File: src/rtl/imtsm_pkg.sv
`default_nettype none

package imtsm_pkg;

  // parameter defaults
  localparam int AXES_DEF        = 3;
  localparam int SAMPLE_BITS_DEF = 16;

  // field widths
  localparam int OPC_W       = 2;
  localparam int ACCEL_W     = 15;
  localparam int MAG_W       = 15;
  localparam int MARGIN_W    = 15;
  localparam int HOLD_W      = 8;
  localparam int LIMIT_W     = 8;
  localparam int TAN_W       = 16;
  localparam int CFG_INDEX_W = 3;
  localparam int CFG_DATA_W  = 16;

  // tilt datapath widths
  localparam int SQ_W    = 2 * ACCEL_W - 1;
  localparam int SUM_W   = SQ_W + 1;
  localparam int PROD_W  = SUM_W + TAN_W;
  localparam int FRAC_W  = 16;

  localparam int QUEUE_DEPTH = 2;

  // opcodes
  localparam logic [OPC_W-1:0] OP_SAMPLE    = 2'd0;
  localparam logic [OPC_W-1:0] OP_CAL_START = 2'd1;
  localparam logic [OPC_W-1:0] OP_CAL_STOP  = 2'd2;
  localparam logic [OPC_W-1:0] OP_ENV_CLEAR = 2'd3;

  // register indexes
  localparam logic [CFG_INDEX_W-1:0] REG_SHOCK_THRESHOLD = 3'd0;
  localparam logic [CFG_INDEX_W-1:0] REG_MOTION_MARGIN   = 3'd1;
  localparam logic [CFG_INDEX_W-1:0] REG_MOTION_HOLD     = 3'd2;
  localparam logic [CFG_INDEX_W-1:0] REG_SAFE_LIMIT      = 3'd3;
  localparam logic [CFG_INDEX_W-1:0] REG_TILT_TAN_SQ     = 3'd4;

  // reset values: 2.5 g, 15 deg/s, tan^2 of about 17.7 deg
  localparam logic [MAG_W-1:0]    SHOCK_THRESHOLD_RST = 15'd2560;
  localparam logic [MARGIN_W-1:0] MOTION_MARGIN_RST   = 15'd240;
  localparam logic [HOLD_W-1:0]   MOTION_HOLD_RST     = 8'd40;
  localparam logic [LIMIT_W-1:0]  SAFE_LIMIT_RST      = 8'd10;
  localparam logic [TAN_W-1:0]    TILT_TAN_SQ_RST     = 16'd6723;

  // safe once the counter is above the limit minus this
  localparam logic [LIMIT_W+1:0]  SAFE_BACKOFF = 10'd5;

  typedef struct packed {
    logic [MAG_W-1:0]    shock_threshold;
    logic [MARGIN_W-1:0] motion_margin;
    logic [HOLD_W-1:0]   motion_hold;
    logic [LIMIT_W-1:0]  safe_limit;
    logic [TAN_W-1:0]    tilt_tan_sq;
  } cfg_t;

  // classified item as it sits in the queue (rates travel beside it)
  typedef struct packed {
    logic [OPC_W-1:0]          op;
    logic                      hit_shock;
    logic signed [ACCEL_W-1:0] ax;
    logic signed [ACCEL_W-1:0] ay;
    logic signed [ACCEL_W-1:0] az;
  } job_t;

  localparam int JOB_W = $bits(job_t);

endpackage

`default_nettype wire

File: src/rtl/imtsm_if.sv
`default_nettype none

interface imtsm_in_if #(
  parameter int SAMPLE_BITS = imtsm_pkg::SAMPLE_BITS_DEF
);
  logic                                   valid;
  logic                                   ready;
  logic [imtsm_pkg::OPC_W-1:0]            opcode;
  logic signed [imtsm_pkg::ACCEL_W-1:0]   accel_x;
  logic signed [imtsm_pkg::ACCEL_W-1:0]   accel_y;
  logic signed [imtsm_pkg::ACCEL_W-1:0]   accel_z;
  logic [imtsm_pkg::MAG_W-1:0]            accel_mag;
  logic signed [SAMPLE_BITS-1:0]          rate_x;
  logic signed [SAMPLE_BITS-1:0]          rate_y;
  logic signed [SAMPLE_BITS-1:0]          rate_z;

  modport source (
    output valid, opcode, accel_x, accel_y, accel_z, accel_mag, rate_x, rate_y, rate_z,
    input  ready
  );
  modport sink (
    input  valid, opcode, accel_x, accel_y, accel_z, accel_mag, rate_x, rate_y, rate_z,
    output ready
  );
endinterface

interface imtsm_out_if;
  logic valid;
  logic ready;
  logic shock;
  logic moving;
  logic safe;
  logic calibrating;

  modport source (
    output valid, shock, moving, safe, calibrating,
    input  ready
  );
  modport sink (
    input  valid, shock, moving, safe, calibrating,
    output ready
  );
endinterface

`default_nettype wire

File: src/rtl/imu_motion_tilt_shock_monitor.sv
`default_nettype none

// IMU monitor: every beat on items (a sample or an envelope command) yields exactly one
// status beat on results, in order. A front end classifies the beat and settles the shock
// test, then drops it into a two-beat queue; the execution unit behind it registers the
// squares of the three accelerations, runs the three tan^2 products through one shared
// 16x30 multiplier one after another and then updates all state in a final step, which
// waits while the output register still holds an untaken result. A command skips the
// multiplier. The execution unit takes no new item until it is done with the last one;
// that multiplier loop limits the sample stream. The output register lets the next
// item start while a result waits. Registers on cfg_write are taken at once and are
// meant to change only while nothing is in flight. There is no clearing pass; the
// block takes items right after reset.
module imu_motion_tilt_shock_monitor #(
  parameter int AXES        = imtsm_pkg::AXES_DEF,
  parameter int SAMPLE_BITS = imtsm_pkg::SAMPLE_BITS_DEF
) (
  input  wire logic                                clk,
  input  wire logic                                rst,
  imtsm_in_if.sink                                 items,
  imtsm_out_if.source                              results,
  input  wire logic                                cfg_write,
  input  wire logic [imtsm_pkg::CFG_INDEX_W-1:0]   cfg_index,
  input  wire logic [imtsm_pkg::CFG_DATA_W-1:0]    cfg_data
);

  localparam int RATES_W = AXES * SAMPLE_BITS;
  localparam int QW      = imtsm_pkg::JOB_W + RATES_W;

  imtsm_pkg::cfg_t      cfg;
  imtsm_pkg::job_t      push_job;
  imtsm_pkg::job_t      pop_job;
  logic [RATES_W-1:0]   push_rates;
  logic [RATES_W-1:0]   pop_rates;
  logic                 push_valid, push_ready;
  logic                 pop_valid, pop_ready;
  logic [QW-1:0]        pop_data;

  always_ff @(posedge clk) begin
    if (rst) begin
      cfg.shock_threshold <= imtsm_pkg::SHOCK_THRESHOLD_RST;
      cfg.motion_margin   <= imtsm_pkg::MOTION_MARGIN_RST;
      cfg.motion_hold     <= imtsm_pkg::MOTION_HOLD_RST;
      cfg.safe_limit      <= imtsm_pkg::SAFE_LIMIT_RST;
      cfg.tilt_tan_sq     <= imtsm_pkg::TILT_TAN_SQ_RST;
    end else if (cfg_write) begin
      case (cfg_index)
        imtsm_pkg::REG_SHOCK_THRESHOLD: cfg.shock_threshold <= cfg_data[imtsm_pkg::MAG_W-1:0];
        imtsm_pkg::REG_MOTION_MARGIN:   cfg.motion_margin <= cfg_data[imtsm_pkg::MARGIN_W-1:0];
        imtsm_pkg::REG_MOTION_HOLD:     cfg.motion_hold   <= cfg_data[imtsm_pkg::HOLD_W-1:0];
        imtsm_pkg::REG_SAFE_LIMIT:      cfg.safe_limit    <= cfg_data[imtsm_pkg::LIMIT_W-1:0];
        imtsm_pkg::REG_TILT_TAN_SQ:     cfg.tilt_tan_sq   <= cfg_data[imtsm_pkg::TAN_W-1:0];
        default: cfg.tilt_tan_sq <= cfg.tilt_tan_sq;
      endcase
    end
  end

  imtsm_front #(
    .AXES        (AXES),
    .SAMPLE_BITS (SAMPLE_BITS)
  ) u_front (
    .items           (items),
    .shock_threshold (cfg.shock_threshold),
    .push_valid      (push_valid),
    .push_ready      (push_ready),
    .push_job        (push_job),
    .push_rates      (push_rates)
  );

  imtsm_queue #(
    .WIDTH (QW),
    .DEPTH (imtsm_pkg::QUEUE_DEPTH)
  ) u_queue (
    .clk        (clk),
    .rst        (rst),
    .push_valid (push_valid),
    .push_ready (push_ready),
    .push_data  ({push_job, push_rates}),
    .pop_valid  (pop_valid),
    .pop_ready  (pop_ready),
    .pop_data   (pop_data)
  );

  assign pop_job   = pop_data[QW-1 -: imtsm_pkg::JOB_W];
  assign pop_rates = pop_data[RATES_W-1:0];

  imtsm_back #(
    .AXES        (AXES),
    .SAMPLE_BITS (SAMPLE_BITS)
  ) u_back (
    .clk       (clk),
    .rst       (rst),
    .cfg       (cfg),
    .pop_valid (pop_valid),
    .pop_ready (pop_ready),
    .pop_job   (pop_job),
    .pop_rates (pop_rates),
    .results   (results)
  );

endmodule

`default_nettype wire

File: src/rtl/imtsm_front.sv
`default_nettype none

module imtsm_front #(
  parameter int AXES        = imtsm_pkg::AXES_DEF,
  parameter int SAMPLE_BITS = imtsm_pkg::SAMPLE_BITS_DEF
) (
  imtsm_in_if.sink                          items,
  input  wire logic [imtsm_pkg::MAG_W-1:0]  shock_threshold,
  output logic                              push_valid,
  input  wire logic                         push_ready,
  output imtsm_pkg::job_t                   push_job,
  output logic [AXES*SAMPLE_BITS-1:0]       push_rates
);

  logic signed [SAMPLE_BITS-1:0] rate_all [3];

  assign items.ready = push_ready;
  assign push_valid  = items.valid;

  // shock test is settled here so the queue never carries the magnitude
  assign push_job.op        = items.opcode;
  assign push_job.hit_shock = (items.opcode == imtsm_pkg::OP_SAMPLE) &&
                              (items.accel_mag > shock_threshold);
  assign push_job.ax        = items.accel_x;
  assign push_job.ay        = items.accel_y;
  assign push_job.az        = items.accel_z;

  assign rate_all[0] = items.rate_x;
  assign rate_all[1] = items.rate_y;
  assign rate_all[2] = items.rate_z;

  for (genvar i = 0; i < AXES; i++) begin : g_rate
    assign push_rates[i*SAMPLE_BITS +: SAMPLE_BITS] = rate_all[i];
  end

endmodule

`default_nettype wire

File: src/rtl/imtsm_queue.sv
`default_nettype none

module imtsm_queue #(
  parameter int WIDTH = 8,
  parameter int DEPTH = imtsm_pkg::QUEUE_DEPTH
) (
  input  wire logic             clk,
  input  wire logic             rst,
  input  wire logic             push_valid,
  output logic                  push_ready,
  input  wire logic [WIDTH-1:0] push_data,
  output logic                  pop_valid,
  input  wire logic             pop_ready,
  output logic [WIDTH-1:0]      pop_data
);

  localparam int PTR_W = (DEPTH > 1) ? $clog2(DEPTH) : 1;
  localparam int CNT_W = $clog2(DEPTH + 1);

  logic [WIDTH-1:0] slots [DEPTH];
  logic [PTR_W-1:0] wr_ptr;
  logic [PTR_W-1:0] rd_ptr;
  logic [CNT_W-1:0] count;
  logic             push_fire;
  logic             pop_fire;

  assign push_ready = (count != CNT_W'(DEPTH));
  assign pop_valid  = (count != '0);
  assign pop_data   = slots[rd_ptr];
  assign push_fire  = push_valid && push_ready;
  assign pop_fire   = pop_valid && pop_ready;

  function automatic logic [PTR_W-1:0] ptr_inc(input logic [PTR_W-1:0] p);
    ptr_inc = (p == PTR_W'(DEPTH - 1)) ? '0 : p + 1'b1;
  endfunction

  always_ff @(posedge clk) begin
    if (rst) begin
      wr_ptr <= '0;
      rd_ptr <= '0;
      count  <= '0;
    end else begin
      if (push_fire) wr_ptr <= ptr_inc(wr_ptr);
      if (pop_fire)  rd_ptr <= ptr_inc(rd_ptr);
      if (push_fire && !pop_fire) count <= count + 1'b1;
      else if (pop_fire && !push_fire) count <= count - 1'b1;
    end
  end

  always_ff @(posedge clk) begin
    if (push_fire) slots[wr_ptr] <= push_data;
  end

endmodule

`default_nettype wire

File: src/rtl/imtsm_back.sv
`default_nettype none

module imtsm_back #(
  parameter int AXES        = imtsm_pkg::AXES_DEF,
  parameter int SAMPLE_BITS = imtsm_pkg::SAMPLE_BITS_DEF
) (
  input  wire logic                         clk,
  input  wire logic                         rst,
  input  wire imtsm_pkg::cfg_t              cfg,
  input  wire logic                         pop_valid,
  output logic                              pop_ready,
  input  wire imtsm_pkg::job_t              pop_job,
  input  wire logic [AXES*SAMPLE_BITS-1:0]  pop_rates,
  imtsm_out_if.source                       results
);

  localparam int EXT_W = ((SAMPLE_BITS > imtsm_pkg::MARGIN_W) ?
                          SAMPLE_BITS : imtsm_pkg::MARGIN_W) + 2;
  localparam int HW = imtsm_pkg::HOLD_W;
  localparam int LW = imtsm_pkg::LIMIT_W;

  localparam logic [1:0] ST_IDLE = 2'd0;
  localparam logic [1:0] ST_MUL  = 2'd1;
  localparam logic [1:0] ST_FIN  = 2'd2;

  localparam logic [1:0] STEP_X    = 2'd0;
  localparam logic [1:0] STEP_Y    = 2'd1;
  localparam logic [1:0] STEP_LAST = 2'd2;

  // sequencer
  logic [1:0] state;
  logic [1:0] mul_idx;

  // item under work
  imtsm_pkg::job_t                  job;
  logic [AXES*SAMPLE_BITS-1:0]      rates_r;
  logic [imtsm_pkg::SQ_W-1:0]       x2, y2, z2;
  logic [imtsm_pkg::PROD_W-1:0]     prod;
  logic                             tilt_ok;

  // monitor state
  logic                             shock_latch;
  logic                             cal_active;
  logic signed [SAMPLE_BITS-1:0]    env_min   [AXES];
  logic signed [SAMPLE_BITS-1:0]    env_max   [AXES];
  logic signed [SAMPLE_BITS-1:0]    last_rate [AXES];
  logic [HW-1:0]                    move_count;
  logic [LW-1:0]                    safe_count;

  logic                             shock_latch_next;
  logic                             cal_active_next;
  logic signed [SAMPLE_BITS-1:0]    env_min_next   [AXES];
  logic signed [SAMPLE_BITS-1:0]    env_max_next   [AXES];
  logic signed [SAMPLE_BITS-1:0]    last_rate_next [AXES];
  logic [HW-1:0]                    move_count_next;
  logic [LW-1:0]                    safe_count_next;

  // output register
  logic out_valid;
  logic out_shock;
  logic out_moving;
  logic out_safe;
  logic out_calibrating;

  // datapath
  logic signed [2*imtsm_pkg::ACCEL_W-1:0] ax_sq, ay_sq, az_sq;
  logic [imtsm_pkg::SUM_W-1:0]      mul_opnd;
  logic [imtsm_pkg::PROD_W-1:0]     prod_next;
  logic [1:0]                       cmp_idx;
  logic [imtsm_pkg::PROD_W-1:0]     cmp_lhs;
  logic                             cmp_lt;
  logic                             tilt_pass;
  logic signed [SAMPLE_BITS-1:0]    rate_v [AXES];
  logic signed [SAMPLE_BITS-1:0]    wmax_v [AXES];
  logic signed [SAMPLE_BITS-1:0]    wmin_v [AXES];
  logic [AXES-1:0]                  axis_hit;
  logic                             moving_hit;
  logic [HW-1:0]                    mc_step;
  logic [HW-1:0]                    mc_clamp;
  logic [LW:0]                      sc_step;
  logic [LW-1:0]                    sc_clamp;
  logic                             fin_go;
  logic signed [EXT_W-1:0]          margin_ext;

  assign pop_ready = (state == ST_IDLE);
  assign fin_go    = (state == ST_FIN) && (!out_valid || results.ready);

  assign ax_sq = pop_job.ax * pop_job.ax;
  assign ay_sq = pop_job.ay * pop_job.ay;
  assign az_sq = pop_job.az * pop_job.az;

  // one shared tan^2 multiplier, one right-hand side per step
  always_comb begin
    case (mul_idx)
      STEP_X:  mul_opnd = imtsm_pkg::SUM_W'(y2) + imtsm_pkg::SUM_W'(z2);
      STEP_Y:  mul_opnd = imtsm_pkg::SUM_W'(x2) + imtsm_pkg::SUM_W'(z2);
      default: mul_opnd = imtsm_pkg::SUM_W'(z2);
    endcase
  end

  assign prod_next = cfg.tilt_tan_sq * mul_opnd;

  // compare runs one step behind the multiplier
  assign cmp_idx = (state == ST_FIN) ? STEP_LAST : mul_idx - 2'd1;

  always_comb begin
    case (cmp_idx)
      STEP_X:  cmp_lhs = imtsm_pkg::PROD_W'({x2, {imtsm_pkg::FRAC_W{1'b0}}});
      STEP_Y:  cmp_lhs = imtsm_pkg::PROD_W'({y2, {imtsm_pkg::FRAC_W{1'b0}}});
      default: cmp_lhs = imtsm_pkg::PROD_W'({imtsm_pkg::SUM_W'(x2) + imtsm_pkg::SUM_W'(y2),
                                             {imtsm_pkg::FRAC_W{1'b0}}});
    endcase
  end

  assign cmp_lt    = cmp_lhs < prod;
  assign tilt_pass = tilt_ok && cmp_lt;

  assign margin_ext = $signed({{(EXT_W-imtsm_pkg::MARGIN_W){1'b0}}, cfg.motion_margin});

  for (genvar i = 0; i < AXES; i++) begin : g_axis
    assign rate_v[i] = $signed(rates_r[i*SAMPLE_BITS +: SAMPLE_BITS]);
    // envelope widens first, then the margin test sees the widened bounds
    assign wmax_v[i] = (cal_active && (rate_v[i] > env_max[i])) ? rate_v[i] : env_max[i];
    assign wmin_v[i] = (cal_active && (rate_v[i] < env_min[i])) ? rate_v[i] : env_min[i];
    assign axis_hit[i] = (EXT_W'(rate_v[i]) > (EXT_W'(wmax_v[i]) + margin_ext)) ||
                         (EXT_W'(rate_v[i]) < (EXT_W'(wmin_v[i]) - margin_ext));
  end

  assign moving_hit = |axis_hit;

  assign mc_step  = moving_hit ? cfg.motion_hold :
                    (move_count != '0) ? move_count - 1'b1 : '0;
  assign mc_clamp = (mc_step > cfg.motion_hold) ? cfg.motion_hold : mc_step;

  // one spare bit so a full counter at a limit of 255 does not wrap
  assign sc_step  = tilt_pass ? {1'b0, safe_count} + 1'b1 :
                    (safe_count != '0) ? {1'b0, safe_count} - 1'b1 : '0;
  assign sc_clamp = (sc_step > {1'b0, cfg.safe_limit}) ? cfg.safe_limit : sc_step[LW-1:0];

  always_comb begin
    shock_latch_next = shock_latch;
    cal_active_next  = cal_active;
    env_min_next     = env_min;
    env_max_next     = env_max;
    last_rate_next   = last_rate;
    move_count_next  = move_count;
    safe_count_next  = safe_count;
    case (job.op)
      imtsm_pkg::OP_SAMPLE: begin
        shock_latch_next = shock_latch | job.hit_shock;
        last_rate_next   = rate_v;
        env_max_next     = wmax_v;
        env_min_next     = wmin_v;
        move_count_next  = mc_clamp;
        safe_count_next  = sc_clamp;
      end
      imtsm_pkg::OP_CAL_START: begin
        env_min_next    = last_rate;
        env_max_next    = last_rate;
        cal_active_next = 1'b1;
      end
      imtsm_pkg::OP_CAL_STOP: begin
        cal_active_next = 1'b0;
      end
      imtsm_pkg::OP_ENV_CLEAR: begin
        for (int i = 0; i < AXES; i++) begin
          env_min_next[i] = '0;
          env_max_next[i] = '0;
        end
        cal_active_next = 1'b0;
      end
      default: begin
        cal_active_next = cal_active;
      end
    endcase
  end

  always_ff @(posedge clk) begin
    if (rst) begin
      state     <= ST_IDLE;
      mul_idx   <= STEP_X;
      out_valid <= 1'b0;
    end else begin
      case (state)
        ST_IDLE: begin
          if (pop_valid) begin
            mul_idx <= STEP_X;
            state   <= (pop_job.op == imtsm_pkg::OP_SAMPLE) ? ST_MUL : ST_FIN;
          end
        end
        ST_MUL: begin
          mul_idx <= mul_idx + 2'd1;
          if (mul_idx == STEP_LAST) state <= ST_FIN;
        end
        ST_FIN: begin
          if (fin_go) state <= ST_IDLE;
        end
        default: state <= ST_IDLE;
      endcase
      if (fin_go) out_valid <= 1'b1;
      else if (results.ready) out_valid <= 1'b0;
    end
  end

  always_ff @(posedge clk) begin
    if (state == ST_IDLE && pop_valid) begin
      job     <= pop_job;
      rates_r <= pop_rates;
      x2      <= imtsm_pkg::SQ_W'(ax_sq);
      y2      <= imtsm_pkg::SQ_W'(ay_sq);
      z2      <= imtsm_pkg::SQ_W'(az_sq);
      tilt_ok <= 1'b1;
    end
    if (state == ST_MUL) begin
      prod <= prod_next;
      if (mul_idx != STEP_X) tilt_ok <= tilt_pass;
    end
    if (fin_go) begin
      out_shock       <= shock_latch_next;
      out_moving      <= (move_count_next != '0);
      out_safe        <= ({2'b00, safe_count_next} + imtsm_pkg::SAFE_BACKOFF) >
                         {2'b00, cfg.safe_limit};
      out_calibrating <= cal_active_next;
    end
  end

  always_ff @(posedge clk) begin
    if (rst) begin
      shock_latch <= 1'b0;
      cal_active  <= 1'b0;
      move_count  <= '0;
      safe_count  <= imtsm_pkg::SAFE_LIMIT_RST;
      for (int i = 0; i < AXES; i++) begin
        env_min[i]   <= '0;
        env_max[i]   <= '0;
        last_rate[i] <= '0;
      end
    end else if (fin_go) begin
      shock_latch <= shock_latch_next;
      cal_active  <= cal_active_next;
      move_count  <= move_count_next;
      safe_count  <= safe_count_next;
      env_min     <= env_min_next;
      env_max     <= env_max_next;
      last_rate   <= last_rate_next;
    end
  end

  assign results.valid       = out_valid;
  assign results.shock       = out_shock;
  assign results.moving      = out_moving;
  assign results.safe        = out_safe;
  assign results.calibrating = out_calibrating;

endmodule

`default_nettype wire

File: src/flat_wrapper.sv
// flat-port wrapper written by rule: the top's interface ports become plain ports
module imu_motion_tilt_shock_monitor_flat 
#(
  parameter int AXES        = imtsm_pkg::AXES_DEF,
  parameter int SAMPLE_BITS = imtsm_pkg::SAMPLE_BITS_DEF
)
  (clk, rst, cfg_write, cfg_index, cfg_data, items_valid, items_opcode, items_accel_x, items_accel_y, items_accel_z, items_accel_mag, items_rate_x, items_rate_y, items_rate_z, items_ready, results_valid, results_shock, results_moving, results_safe, results_calibrating, results_ready);
  imtsm_in_if #(.SAMPLE_BITS(SAMPLE_BITS)) items_i ();
  imtsm_out_if results_i ();
  input  wire logic clk;
  input  wire logic rst;
  input  wire logic cfg_write;
  input  wire logic [imtsm_pkg::CFG_INDEX_W-1:0] cfg_index;
  input  wire logic [imtsm_pkg::CFG_DATA_W-1:0] cfg_data;
  input wire logic [$bits(items_i.valid)-1:0] items_valid;
  input wire logic [$bits(items_i.opcode)-1:0] items_opcode;
  input wire logic [$bits(items_i.accel_x)-1:0] items_accel_x;
  input wire logic [$bits(items_i.accel_y)-1:0] items_accel_y;
  input wire logic [$bits(items_i.accel_z)-1:0] items_accel_z;
  input wire logic [$bits(items_i.accel_mag)-1:0] items_accel_mag;
  input wire logic [$bits(items_i.rate_x)-1:0] items_rate_x;
  input wire logic [$bits(items_i.rate_y)-1:0] items_rate_y;
  input wire logic [$bits(items_i.rate_z)-1:0] items_rate_z;
  output wire logic [$bits(items_i.ready)-1:0] items_ready;
  output wire logic [$bits(results_i.valid)-1:0] results_valid;
  output wire logic [$bits(results_i.shock)-1:0] results_shock;
  output wire logic [$bits(results_i.moving)-1:0] results_moving;
  output wire logic [$bits(results_i.safe)-1:0] results_safe;
  output wire logic [$bits(results_i.calibrating)-1:0] results_calibrating;
  input wire logic [$bits(results_i.ready)-1:0] results_ready;
  assign items_i.valid = items_valid;
  assign items_i.opcode = items_opcode;
  assign items_i.accel_x = items_accel_x;
  assign items_i.accel_y = items_accel_y;
  assign items_i.accel_z = items_accel_z;
  assign items_i.accel_mag = items_accel_mag;
  assign items_i.rate_x = items_rate_x;
  assign items_i.rate_y = items_rate_y;
  assign items_i.rate_z = items_rate_z;
  assign items_ready = items_i.ready;
  assign results_valid = results_i.valid;
  assign results_shock = results_i.shock;
  assign results_moving = results_i.moving;
  assign results_safe = results_i.safe;
  assign results_calibrating = results_i.calibrating;
  assign results_i.ready = results_ready;
  imu_motion_tilt_shock_monitor #(.AXES(AXES), .SAMPLE_BITS(SAMPLE_BITS)) u_core (.clk(clk), .rst(rst), .items(items_i), .results(results_i), .cfg_write(cfg_write), .cfg_index(cfg_index), .cfg_data(cfg_data));
endmodule
File: config.mk
export PLATFORM = sky130hd
export DESIGN_NAME = imu_motion_tilt_shock_monitor_flat
export DESIGN_NICKNAME = d
export VERILOG_FILES = /design/src/rtl/imtsm_pkg.sv /design/src/rtl/imtsm_if.sv /design/src/rtl/imu_motion_tilt_shock_monitor.sv /design/src/rtl/imtsm_front.sv /design/src/rtl/imtsm_queue.sv /design/src/rtl/imtsm_back.sv /design/src/flat_wrapper.sv
export SDC_FILE = /design/constraint.sdc
export NUM_CORES = 2
export LEC_CHECK = 0
export BUFFER_PORTS_ARGS = -buffer_cell sky130_fd_sc_hd__clkbuf_2
export CORE_MARGIN = 2
export CORE_UTILIZATION = 45
export CTS_CLUSTER_DIAMETER = 30
export DETAILED_ROUTE_END_ITERATION = 10
export MAX_ROUTING_LAYER = met4
export PLACE_DENSITY = 0.71
export SYNTH_ARGS = -nofsm -noshare
export SYNTH_HDL_FRONTEND = slang
export SYNTH_SLANG_ARGS = --single-unit
File: constraint.sdc
create_clock -name clk -period 15.5 [get_ports clk]
set_input_delay 3.875 -clock clk [delete_from_list [all_inputs] [get_ports clk]]
set_output_delay 3.875 -clock clk [all_outputs]
set_load 0.005 [all_outputs]
== Yosys cells after proc, flatten, opt, wreduce, memory -nomap -nowiden ==
Memory sizes are Yosys's and may differ from the RTL's. A register that Yosys moved wholly into a read port is not among the register bits.
Cells that the tools add are included.
Storage, ports and cells
  register bits after elaboration: 422
  input port bits: 134
  memories kept: 1
  memory bits (writable): 192
  output and inout port bits: 6
Memories
  u_core.u_queue.slots: depth 2, bits a word 96, read ports 1, clocked after Yosys merged registers in 1, write ports 1, RTL line imtsm_queue.sv:20  | logic [WIDTH-1:0] slots [DEPTH];
Operators by class
  multipliers: 4
  add/sub/neg operators: 19
  bitwise gates (word level): 1
  reductions and logical operators: 47
  mux-type cells: 41
  eq/ne operators: 16
  order comparisons: 17
Operator list (count)
  $pmux 48 s3: 2
  $mux 16: 6
  $pmux 46 s2: 1
  $add 29x29->30: 3
  $mul 15x15->29: 3
  $pmux 30 s2: 1
  $add 16x16->17: 3
  $gt 16x17->1: 3
  $lt 16x17->1: 3
  $sub 16x16->17: 3
  $gt 16x16->1: 3
  $lt 16x16->1: 3
  $mux 8: 6
  $lt 46x46->1: 1
  $mul 16x30->46: 1
  $reduce_bool 8->1: 3
  $gt 9x8->1: 2
  $mux 9: 2
  $mux 2: 8
  $reduce_and 2->1: 8
  $gt 15x15->1: 1
  $logic_and 1x1->1: 13
  $logic_not 2->1: 6
  $mux 1: 12
  26 further kinds: 48

== Depth between registers and ports, before layout ==
  depth in word-level cells: 12
  depth in mapped cells: 48
  depth with buffers taken out: 44

== Hierarchy ==
A second synthesis with hierarchy kept.
Unflattened totals
  cells, all modules: 7677
  area total of the unflattened synthesis: 74610.3 um2
By module, submodules not included
  imtsm_back: cells an instance 6960, sequential area each 8918.6 um2, area each 63584.7 um2, instances 1
  imtsm_queue: cells an instance 323, sequential area each 5865.6 um2, area each 7350.8 um2, instances 1
  imu_motion_tilt_shock_monitor: cells an instance 242, sequential area each 1241.2 um2, area each 2560.0 um2, instances 1
  imtsm_front: cells an instance 152, sequential area each 0.0 um2, area each 1114.8 um2, instances 1

== Least setup slack after synthesis ==
No wires, ideal clock.
  kind: flip-flop to flip-flop
  start point: register u_core.u_queue.count[0]
  end point: register u_core.u_queue.count[1]
  clock period less this slack: 11.200 ns
  library setup time: 0.070 ns
  required time: 15.430 ns
  buffers on the path: 0
  setup slack: 4.300 ns
  data arrival time: 11.129 ns
  stages on the path, launching flop included: 7
  cells stage by stage: dfxtp_1 > nor2_1 > nor3_1 > inv_1 > ha_1 > or3_1 > a21oi_1
On the way
  longest elaborated chain between the ends: 5
  elaborated cells between the ends (all ways): 13
RTL lines
  from (decl): RTL line imtsm_queue.sv:23  | logic [CNT_W-1:0] count;
  from (signal assigned): RTL line imtsm_queue.sv:45  | if (push_fire && !pop_fire) count <= count + 1'b1;
  from (signal assigned): RTL line imtsm_queue.sv:46  | else if (pop_fire && !push_fire) count <= count - 1'b1;
  $reduce_bool 2->1 *: RTL line imtsm_queue.sv:28  | assign pop_valid = (count != '0);
  $logic_and 1x1->1 *: RTL line imtsm_queue.sv:31  | assign pop_fire = pop_valid && pop_ready;
  net u_core.u_queue.pop_fire: RTL line imtsm_queue.sv:25  | logic pop_fire;
  $logic_not 1->1: RTL line imtsm_queue.sv:45
  $logic_and 1x1->1: RTL line imtsm_queue.sv:45
  $mux 2 or $reduce_bool 2->1 (tied branches)
Mark *: on every way through the listed nets, which the timed path passes. The rest lies on a longest branch. The select of a mux whose other input is x is not followed.
A chain may end at the register's enable or synchronous reset.

== Worst setup path after layout ==
  start point: register u_core.u_back.rates_r[25]
  end point: register u_core.u_back.move_count[2]
On the way
  longest elaborated chain between the ends: 11
  elaborated cells between the ends (all ways): 16
RTL lines
  from (decl): RTL line imtsm_back.sv:36  | logic [AXES*SAMPLE_BITS-1:0] rates_r;
  from (signal assigned): RTL line imtsm_back.sv:208  | rates_r <= pop_rates;
  $gt 16x16->1 or $lt 16x16->1 (tied branches): RTL line imtsm_back.sv:123, imtsm_back.sv:124
  $logic_and 1x1->1 (on tied branches): RTL line imtsm_back.sv:123, imtsm_back.sv:124
  $mux 16 (on tied branches): RTL line imtsm_back.sv:123, imtsm_back.sv:124
  $add 16x16->17 or $sub 16x16->17 (tied branches): RTL line imtsm_back.sv:125, imtsm_back.sv:126
  $gt 16x17->1 or $lt 16x17->1 (tied branches): RTL line imtsm_back.sv:125, imtsm_back.sv:126
  $logic_or 1x1->1 *: RTL line imtsm_back.sv:125  | assign axis_hit[i] = (EXT_W'(rate_v[i]) > (EXT_W'(wmax_v[i]) + margin_ext)) ||
  $reduce_or 3->1 *: RTL line imtsm_back.sv:129  | assign moving_hit = |axis_hit;
  $mux 8 *: RTL line imtsm_back.sv:131  | assign mc_step = moving_hit ? cfg.motion_hold :
  $gt 8x8->1: RTL line imtsm_back.sv:133  | assign mc_clamp = (mc_step > cfg.motion_hold) ? cfg.motion_hold : mc_step;
  $mux 8 *: RTL line imtsm_back.sv:133
  $mux 8 *: RTL line imtsm_back.sv:148  | case (job.op)
  to (signal assigned): RTL line imtsm_back.sv:241  | move_count <= move_count_next;
  to (decl): RTL line imtsm_back.sv:47  | logic [HW-1:0] move_count;
Mark *: on every way between the ends. The rest lies on a longest branch, timed or not.

==> results.toml <==
[status]
status = "completed"

[clock_network]
cts_setup_buffers = 0
clk_pin_slew_worst_paths_ns = 0.05
cts_tree = "done"
worstSkewPairLatency_ns = 0.78
cts_buffers = 136
ctsResizeCount = 0
cts_buffer_depth = 3
htreeDepth = 4
clockRootBuffer = "clkbuf_16"
clock_sinks = 612
hold_buffers = 0

[timing]
period_share_pct = 71.0
final.setup.tns_ns = 0
setup_viol = 0
rsz0062_at_grt = "false"
relSlewSlack_pct = 11.4
fmax_ghz = 0.0908
min_period_ns = 11.01
report.final.slew_viol_count = 0
fin_skew_ns = 0.0441
final_hold_viol_count = 0
worstMarginPinSlew_ns = 1.32

[synthesis]
yosysTopAreaCellShare_pct = 26.7
synth-async-reset-ratio_pct = 0
synth_edf_count = 377
postSynthCellCount = 7638
avgSynthCellArea_um2 = 9.56
yosys_warnings = 0
synth_top_area_cell = "fa_1"
synthesis.nets = 9517
synth-seq-area-share_pct = 21.9
yosys_register_bits = 612
synth.distinct_cells = 91
ys.flop_type = "edfxtp_1"
syn-cell-area_mm2 = 0.0731
ys_top_cells_by_area = "fa_1, edfxtp_1, ha_1"

[floorplan]
die_x_um = 407
io_pins = 140
dieArea_mm2 = 0.166
start_util_pct = 45.4
placementRows = 147
die_y_um = 407
coreArea_mm2 = 0.161

[grt]
grt_pass1_wl_um = 319000
grtUsageMet1_pct = 32.5
grt-ovfl-total = 0
grt_usage_pct = 25.3
busiest_layer = "met2"
met3_usage_pct = 5.12
grt_pass1_vias = 58600
grt_use_met2_pct = 40.1
antenna_found_initial = 4
grt_max_degree = 70

[layout]
nNetsFinal = 9636
final_common_cell = "inv_1"
fill_cells = 14400
drive_above_1_share_pct = 9.03
final_cell_mix = "inv_1, fa_1, nand2_1"
stdcell_count = 10000
area_delta_synth_final_pct = 11.0

[drt]
vias = 55900
drt_iter0_markers = 3749
wl_per_cell_um = 20.0
totalWireLength_um = 200000
dr.pass1.iters = 5
remaining_drc_errors = 0
vias_per_cell = 5.57
drt.antenna.violating_nets = 0

[worst_setup_path]
worst_setup_path_end_kind = "register"
cp_common_cell = "a21oi_1"
cp_slowest_cell = "nor4_2"
criticalPathCategory = "register to register"
worstPathRequired_ns = 16.19
cpPeakStageDelay_ns = 0.99
cp_max_fo = 16
start_kind = "register"
reg2reg_slack_ns = 4.49
cp.arrival_ns = 11.70

[worst_hold_path]
hold_class = "register to register"

[placed_design]
gp_congestion = 0.963
portBuffers = 139
placed_cells = 9779
dpl.hpwl_um = 153000

[flow_run]
maxCapViolCount = 0
-- cell usage after synthesis (20+ instances only) --
master / count
a31oi_1: 27
edfxtp_1: 377
nand3_1: 134
mux2i_1: 72
nor2_1: 366
inv_1: 1294
clkbuf_1: 220
nor3_1: 76
nand2b_1: 96
nand2_1: 919
a21oi_1: 382
o211ai_1: 63
a32o_1: 30
xnor2_1: 190
ha_1: 770
xor2_1: 90
o22ai_1: 37
or3_1: 21
mux2_2: 165
and3_1: 41
nor2b_1: 89
o221a_2: 28
a21o_1: 127
dfxtp_1: 235
nand4_1: 45
o21a_1: 58
o21bai_1: 36
buf_1: 32
clkinv_1: 20
a211oi_1: 33
fa_1: 975
and2_1: 131
o21ai_0: 227
-- layout make-up --
cell class | count | area, µm² | share of cell area, %
repair buffers | 235 | 1420 | 1.75
diodes | 7 | 17.5 | 0.0216
clock inverters | 95 | 1210 | 1.50
clock buffers | 159 | 3570 | 4.40
flip-flops and latches | 612 | 16000 | 19.8
well taps | 2160 | 2700 | 3.33
multi-input cells | 5458 | 51200 | 63.1
inverters | 1314 | 4930 | 6.08
-- through the flow --
step | util [%] | area [µm²] | worst slack, ns | hold slack, ns
5_1_grt | 50.4 | 81100 | 3.68 | 0.475
3_5_place_dp | 47.4 | 76300 | 4.67 | 0.448
3_3_place_gp | 47.4 | 76300 | 4.84 | 0.442
6_report | 50.4 | 81100 | 4.49 | 0.455
4_1_cts | 50.4 | 81100 | 4.60 | 0.455
2_1_floorplan | - | 73100 | 4.30 | 0.431
-- kinds of logic (layout without fill, tap and decap cells) --
group	Yosys count	in the layout	share of synthesized area [%]
buffers and inverters	1568	1803	8.06
XOR/XNOR	280	280	3.36
adder cells (fa/ha/maj)	1745	1745	39.9
flip-flops	612	612	21.9
other	0	7	0
AO/OA/AOI/OAI	1215	1215	10.9
multiplexers	237	237	3.53
AND/OR/NAND/NOR	1981	1981	12.3
-- final timing paths --
| check | startpoint | to | depth (start not counted) |
|---|---|---|---|
| worst max-delay path | u_core.u_back.rates_r[25] | u_core.u_back.move_count[2] | 41 |
| worst max register to register | u_core.u_back.rates_r[25] | u_core.u_back.move_count[2] | 41 |
| worst min register to register | u_core.u_back.last_rate[1] | u_core.u_back.last_rate[1] | 2 |
| worst min-delay path | u_core.u_back.last_rate[1] | u_core.u_back.last_rate[1] | 2 |
-- state kept, by name, summed over array words and instances, names as in the netlist, 8 cells and up, named ones only --
register	count
u_core.cfg	62
u_core.u_back.env_max	48
u_core.u_back.env_min	48
u_core.u_back.last_rate	48
u_core.u_back.move_count	8
u_core.u_back.prod	46
u_core.u_back.rates_r	48
u_core.u_back.safe_count	8
u_core.u_back.x2	28
u_core.u_back.y2	28
u_core.u_back.z2	28
u_core.u_queue.slots	192
-- critical path: cells and delay by family, from the launching register on --
kind,cells,cell delay [ns]
xor gates and xnor gates,1,0.10
and+or+nand+nor,9,3.44
DFF,1,0.51
adders and majority gates,5,1.65
buffers and inverters,1,0.23
AOI/OAI and AO/OA,23,4.22
muxes,2,0.74
-- routing by layer --
metal | wire, µm | vias up | share of wire (%)
met4 | 6390 | 0 | 3.2
li1 | - | 25500 | -
met5 | 0 | - | 0
met2 | 93900 | 2032 | 47
met3 | 15500 | 447 | 7.7
met1 | 84600 | 28000 | 42
Power is left out: the tool's default activity adds up to more than one toggle a clock period on the data nets, which glitch-free logic cannot reach.
